### config.mk
export PLATFORM = sky130hd
export DESIGN_NAME = clr_cmd_fifo
export DESIGN_NICKNAME = d
export VERILOG_FILES = /design/src/rtl/core/clr_pkg.sv /design/src/rtl/core/clr_cmd_fifo.sv
export SDC_FILE = /design/constraint.sdc
export NUM_CORES = 1
export LEC_CHECK = 0
export BUFFER_PORTS_ARGS = -buffer_cell sky130_fd_sc_hd__buf_2
export CAP_MARGIN = 20
export CELL_PAD_IN_SITES_DETAIL_PLACEMENT = 0
export CELL_PAD_IN_SITES_GLOBAL_PLACEMENT = 2
export CORE_UTILIZATION = 41
export DETAILED_ROUTE_END_ITERATION = 7
export PLACE_DENSITY_LB_ADDON = 0.15
export SLEW_MARGIN = 40
export SYNTH_ARGS = -nofsm -noshare
export SYNTH_HDL_FRONTEND = slang
export SYNTH_SLANG_ARGS = --single-unit
### constraint.sdc
create_clock -name clk -period 11.35 [get_ports clk]
set_clock_uncertainty 0.2 [all_clocks]
set_input_delay 1.135 -clock clk [delete_from_list [all_inputs] [get_ports clk]]
set_output_delay 1.135 -clock clk [all_outputs]
set_load 0.01 [all_outputs]
### src/rtl/core/clr_pkg.sv
// Shared types, codes and default sizes for the clipped line rasterizer.
package clr_pkg;

	localparam int DEF_LOGICAL_WIDTH  = 128;
	localparam int DEF_LOGICAL_HEIGHT = 128;
	localparam int DEF_PIXEL_SCALE    = 2;

	// physical coordinates: 16-bit logical times a scale of at most 4, plus room for differences
	localparam int CW          = 20;
	localparam int PROD_W      = 2 * CW;
	localparam int CLIP_ROUNDS = 16;
	localparam int CMDQ_DEPTH  = 2;

	localparam logic [1:0] FUNC_DRAW  = 2'd0;
	localparam logic [1:0] FUNC_READ  = 2'd1;
	localparam logic [1:0] FUNC_CLEAR = 2'd2;

	localparam logic [1:0] OP_DRAW  = 2'd0;
	localparam logic [1:0] OP_READ  = 2'd1;
	localparam logic [1:0] OP_CLEAR = 2'd2;
	localparam logic [1:0] OP_NONE  = 2'd3;

	typedef logic signed [CW-1:0] coord_t;

	typedef struct packed {
		logic [1:0]         func;
		logic signed [15:0] start_x;
		logic signed [15:0] start_y;
		logic signed [15:0] end_x;
		logic signed [15:0] end_y;
		logic [3:0]         color;
	} req_t;

	typedef struct packed {
		logic [3:0] read_color;
		logic       visible;
	} rsp_t;

	typedef struct packed {
		logic [1:0] op;
		coord_t     ax;
		coord_t     ay;
		coord_t     bx;
		coord_t     by;
		logic [3:0] color;
	} cmd_t;

endpackage

### src/rtl/core/clr_cmd_fifo.sv
// Short command queue between the front end and the drawing engine.
module clr_cmd_fifo #(
	parameter int DEPTH = clr_pkg::CMDQ_DEPTH
) (
	input  logic          clk,
	input  logic          arst_n,
	input  logic          push,
	input  clr_pkg::cmd_t wr_cmd,
	output logic          full,
	input  logic          pop,
	output clr_pkg::cmd_t rd_cmd,
	output logic          empty
);
	import clr_pkg::*;

	localparam int PW = (DEPTH > 1) ? $clog2(DEPTH) : 1;
	localparam int NW = $clog2(DEPTH + 1);

	cmd_t          slot_q [DEPTH];
	logic [PW-1:0] wp_q, rp_q;
	logic [NW-1:0] cnt_q;

	assign full   = (cnt_q == NW'(DEPTH));
	assign empty  = (cnt_q == '0);
	assign rd_cmd = slot_q[rp_q];

	always_ff @(posedge clk) begin
		if (push) slot_q[wp_q] <= wr_cmd;
	end

	always_ff @(posedge clk or negedge arst_n) begin
		if (!arst_n) begin
			wp_q  <= '0;
			rp_q  <= '0;
			cnt_q <= '0;
		end else begin
			if (push) wp_q <= (wp_q == PW'(DEPTH - 1)) ? '0 : wp_q + 1'b1;
			if (pop)  rp_q <= (rp_q == PW'(DEPTH - 1)) ? '0 : rp_q + 1'b1;
			if (push && !pop)      cnt_q <= cnt_q + 1'b1;
			else if (pop && !push) cnt_q <= cnt_q - 1'b1;
		end
	end

endmodule

# == Word level (Yosys, flattened, before mapping) ==
# Memories as Yosys holds them, arrays and structs flattened.
# Index checks and enable logic that the tools add are counted.
# word_totals
output_inout_bits,88
ram_bits,172
register_bits,4
mem_count,1
inputBits,90
word_cells,21
# classes
n_eq_ne,1
n_addsub,4
n_reduce_logical,6
muxes,6
# memory_table
memory,depth,word_bits,read_ports,rd_ports_with_merged_regs,write_ports,line,text
slot_q,2,86,1,0,1,clr_cmd_fifo.sv:19,cmd_t slot_q [DEPTH];
# op_table
operator,count
1-bit two-way mux,4
2-bit two-way mux,2
1-bit adder (second input constant),2
2-bit by 1-bit adder with 2-bit output (second input constant),1
2-bit equality test (second input constant),1
1-bit logical AND,2
1-bit logical NOT,2
2-bit logical NOT,1
2-bit nonzero test,1
2-bit by 1-bit subtractor with 2-bit output (second input constant),1

# == Longest topological paths before layout ==
# Gate-level depths: netlist of the first run.
# depth
word_depth,4
mapped_depth,5
depth_no_buf,5

# == Worst setup path before layout of the first run ==
# No wires, ideal clock.
# synth_path
kind,input to register
start,input push
end,"memory slot_q[0][0] (netlist bit), enable pin"
n_path_buf,0
arrival_time_ns,4.889
setup_slack_ns,5.719
path_stages,1
cell_sequence,nor2b_1
# synth_via
elab_chain_cells,2
# synth_lines
element,line,text
start: declaration,clr_cmd_fifo.sv:7,"input logic push,"
1-bit two-way mux,clr_cmd_fifo.sv:28,if (push) slot_q[wp_q] <= wr_cmd;
1-bit two-way mux (implied by the code),clr_cmd_fifo.sv:28,
end: declaration,clr_cmd_fifo.sv:19,
# Every way passes these cells.

==> metrics.cfg, run 1 <==
[worst_setup_path]
crit_path_top_delay_cell=dfrtp_4
path_cells=buf_4, mux2_2, buf_2
required_ps=10020
criticalPathCategory=flip-flop to output pin
cp_max_fo=47
critPathMaxStageDelay_ps=820
start_kind=flip-flop
arrival_ps=2530
crit_path_end_kind=output pin

[cts]
h-tree-depth=4
clkSinkCount=176
clock_latency_ps=410
cts_max_path_buffers=2
cts_buffers=17
post_cts_buffers=0
root_buffer=clkbuf_16
clkSlewWorstSetupHoldPaths_ps=60
tritoncts=yes
cts.repair.resized=0
ctsHoldBuffers=0

[sta]
final_hold_viol_count=0
fin_setup_tns_ps=0
whs_ps=291
period_share=0.340
rsz0062_at_grt=no
fin_ws_ps=7490
setup_viol=0
relSlewSlack=0.508
drv_slew=0
min_period_ps=3860
tightest_slew_ps=738
maxClockFrequency_mhz=259

[floorplan]
start_util=0.424
die_h_um=128
io_pins=178
fp.dieArea_um2=16400
core_um2=15400
chipWidth_um=128
rows=45

[job]
cap_violations=0

[placement]
pre_cts_ws_ps=7820
dpl_cell_area_um2=7630
portBuffers=177
globalplace.congestion=0.651
hpwl_um=7180

[layout]
layout-drive-gt1-share=0.611
final_area_um2=8200
final_nets=565
utilization=0.533
antenna_cells=0
layout_commonest_cell=buf_2
layout_common_cells=buf_2 (177), edfxtp_1 (172), mux2_2 (56)
syn_to_final_growth_pct=25.9

[power_and_ir_drop]
seqPwrFrac=0.454
powerDensity_nw_per_um2=249
switching_share=0.273
clkPwrFrac=0.277
ir_drop_mv=0.126
p_sw_mw=0.557
p_leak_nw=3.17
combPwrFrac=0.270
internal_power_mw=1.48

[yosys]
synth_cells=284
syn-num-nets=375
ys_seq_elements=176
yosysUniqueCellTypes=13
yosys_warnings=0
avgSynthCellArea_um2=22.9
ys_seq_area_frac=0.808
synth_area_um2=6510

[global_route]
gr-total-overflow=0
grt_max_degree=48
antenna_found_initial=0
grt_pass1_wl_um=17200
track_usage=0.144
grt_pass1_vias=3338

[detailed_routing]
wl_per_cell_um=16.2
via_per_inst=4.63
vias=3225
remaining_drc_errors=0
drt_iter0_markers=172
first_pass_iters=4
antenna_left=0
wl_um=11300

[worst_hold_path]
hold_class=flip-flop to flip-flop

[status]
status=finished, final reports clean

## path summary, 6_finish.rpt
check                         start       endpoint  slack (ps)  depth (start not counted)
setup reg to reg               wp_q  slot_q[1][59]        9130                          2
hold / removal             cnt_q[1]       cnt_q[1]         290                          1
setup / recovery               rp_q     rd_cmd[59]        7490                          3
max in group asynchronous    arst_n           rp_q       10490                          1
min in group asynchronous    arst_n       cnt_q[1]         320                          1
hold reg to reg            cnt_q[1]       cnt_q[1]         290                          1
## layer usage
metal	GRT usage	part of all wire	up-vias
met5	0	0	-
met4	0.0457	0.013	0
met3	0.0651	0.077	14
met2	0.229	0.49	121
met1	0.177	0.42	1589
li1	-	-	1501
## worst max-delay path, delay by kind of cell (launching register included)
kind,cells,cell delay [ps]
buffers and inverters,2,850
flip-flops,1,820
multiplexers,1,440
## flip-flops by register name (all words and copies together) (netlist names)
| signal | count |
|---|---|
| wp_q | 1 |
| slot_q | 172 |
| rp_q | 1 |
| cnt_q | 2 |
## synthesized netlist by cell type, drive strengths merged
cell type	instances	area (um^2)
xor2	4	35.0
mux2	86	1080
nor2	2	7.51
and2	1	6.26
edfxtp	172	5160
buf	10	81.3
inv	1	3.75
dfrtp	4	100
xnor2	1	8.76
nor2b	2	12.5
ha	1	12.5
## area by class of cell
class | instances | area, um^2
sequential | 176 | 5270
inverter | 1 | 3.75
fill | 1288 | 7170
clock buffer | 17 | 425
multi-input combinational | 97 | 1170
clock inverter | 14 | 149
tap | 211 | 264
timing repair buffer | 181 | 916
## power groups by stage
stage / combinational (mW) / sequential [mW] / clock [mW]
detailed placement: 0.564 / 0.941 / 0
CTS: 0.566 / 0.928 / 0.580
global route: 0.597 / 0.941 / 0.607
finish: 0.549 / 0.925 / 0.564
global placement: 0.562 / 0.936 / 0
floorplan: 0.404 / 0.911 / 0
## metrics by stage
stage,total power [mW],cells
after global routing,2.15,697
after floorplan,1.32,284
after global placement,1.50,666
after CTS,2.07,697
final,2.04,697
after detailed placement,1.51,666
## logic make-up (layout without fill, tap and decap cells)
logic type    after synthesis  after routing  synth area share
simple gates                5              5           0.00403
fa+ha+maj                   1              1           0.00192
flops                     176            176             0.808
mux                        86             86             0.166
buf+inv                    11            213            0.0131
xor+xnor                    5              5           0.00672
No activity file was read; power rests on OpenSTA's default activity.
==> inputs of run 2 (changes only) <==
CORE_UTILIZATION = 34   (was 41)
clock period = 3.4 ns   (was 11.35 ns; I/O delays follow)
==> run 2 against run 1 <==
Compared with the run above: sequential share of layout area is 6.8 points lower; via count is 12% higher; clock power grew to 3.1 times the previous value; first-iteration DRC count is 41% lower; sequential cell count stayed put; cell count is 17% higher; combinational power grew to 3.8 times the previous value; wire length is 13% higher; critical endpoint is now rd_cmd[65]; largest power group unchanged.
==> metrics.cfg, run 2 (same netlist as run 1, synthesis figures left out) <==
[detailed_routing]
vias=3609
wl_um=12700
drt_iter0_markers=101
antenna_left=0
via_per_inst=4.43
first_pass_iters=4
remaining_drc_errors=0
wl_per_cell_um=15.6

[sta]
relSlewSlack=0.574
period_share=0.726
final_hold_viol_count=0
setup_viol=0
drv_slew=0
maxClockFrequency_mhz=405
rsz0062_at_grt=no
min_period_ps=2470
whs_ps=69.6
fin_setup_tns_ps=0
fin_ws_ps=930
tightest_slew_ps=639

[layout]
syn_to_final_growth_pct=40.9
layout_commonest_cell=buf_2
largest-register=slot_q
top_regs=slot_q: 172 flops, cnt_q: 2 flops
final_nets=658
largest_register_ffs=172
n_fill_cell=1615
layout-drive-gt1-share=0.514
fin_cells=815
layout_common_cells=buf_2 (177), edfxtp_1 (172), dlygate4sd3_1 (89)

[floorplan]
die_h_um=140
rows=50
fp.dieArea_um2=19700
core_um2=18800
start_util=0.347
io_pins=178
chipWidth_um=140

[cts]
clkSinkCount=176
post_cts_buffers=0
cts_buffers=17
root_buffer=clkbuf_16
cts_max_path_buffers=2
clock_latency_ps=410
tritoncts=yes
h-tree-depth=4
clkSlewWorstSetupHoldPaths_ps=60
cts.repair.resized=0

[job]
cap_violations=0

[placement]
pre_cts_ws_ps=986
hpwl_um=7840
portBuffers=177
dp_cells=692
globalplace.congestion=0.674

[worst_setup_path]
start_kind=flip-flop
required_ps=2860
cp_max_fo=32
criticalPathCategory=flip-flop to output pin
arrival_ps=1930
crit_path_end_kind=output pin

[global_route]
antenna_found_initial=1
grt_pass1_vias=3911
gr-total-overflow=0
grt_pass1_wl_um=20100
grt_max_degree=57
track_usage=0.137

[worst_hold_path]
hold_class=input port to async pin

[power_and_ir_drop]
ir_drop_mv=0.374
powerDensity_nw_per_um2=751
p_leak_nw=3.57

[status]
status=finished, final reports clean

==> run 2: cell types whose count changed in the layout (fill, tap and decap cells not counted), sizes merged <==
cell / before / now
clkbuf: 17 / 19
clkinv: 9 / 10
inv: 1 / 2
dlygate4sd3: 0 / 89
buf: 181 / 185
diode: 0 / 1
bufinv: 3 / 1
clkinvlp: 2 / 1
==> run 2: critical path: stages, from the launching register on <==
cell	delay [ps]
dfrtp_4	670
buf_12	300
mux2_2	370
buf_2	140
==> run 2: metal layers <==
layer  GRT usage  up-vias  part of all wire  wire length [um]
li1            -     1702                 -                 -
met1       0.163     1766              0.45              5740
met2       0.221      129              0.47              5910
met3      0.0602       12             0.073               927
met4      0.0474        0             0.010               127
met5           0        -                 0                 0
==> run 2: area by class of cell <==
type	instances	area, um^2	share of cell area
repair buffers	274	1910	0.208
inverters	1	3.75	0.000409
diodes	1	2.50	0.000273
well taps	234	293	0.0319
clock inverters	13	96.3	0.0105
flip-flops and latches	176	5270	0.574
multi-input cells	97	1170	0.128
clock buffers	19	433	0.0472
==> run 2: worst paths after layout <==
check | start | to | slack [ps] | cells past startpoint
worst min register to register | cnt_q[1] | cnt_q[1] | 290 | 1
worst max-delay path | rp_q | rd_cmd[65] | 930 | 3
worst min-delay path | arst_n | cnt_q[1] | 70 | 2
max in group asynchronous | arst_n | rp_q | 2790 | 2
min in group clk | cnt_q[1] | cnt_q[1] | 290 | 1
worst max register to register | wp_q | slot_q[1][74] | 1400 | 2
==> run 2: report_power, final <==
group,internal (mW),switching [mW],leakage (nW)
logic,1.07,1.01,1.65
clock network,0.994,0.770,0.256
registers,2.88,0.166,1.66
total,4.94,1.95,3.57
==> run 2: timing repair <==
| item | in CTS | in global routing |
|---|---|---|
| hold buffers | 89 | 0 |
| endpoints found under the setup margin | 0 | 0 |
| endpoints found under the hold margin | 178 | 0 |
==> run 2: metrics by stage <==
step / power (mW) / utilization / cell area [um^2]
floorplan: 4.38 / - / 6520
global placement: 5.07 / 0.411 / 7710
detailed placement: 5.12 / 0.412 / 7730
CTS: 6.99 / 0.488 / 9160
global route: 7.25 / 0.489 / 9180
finish: 6.89 / 0.489 / 9180
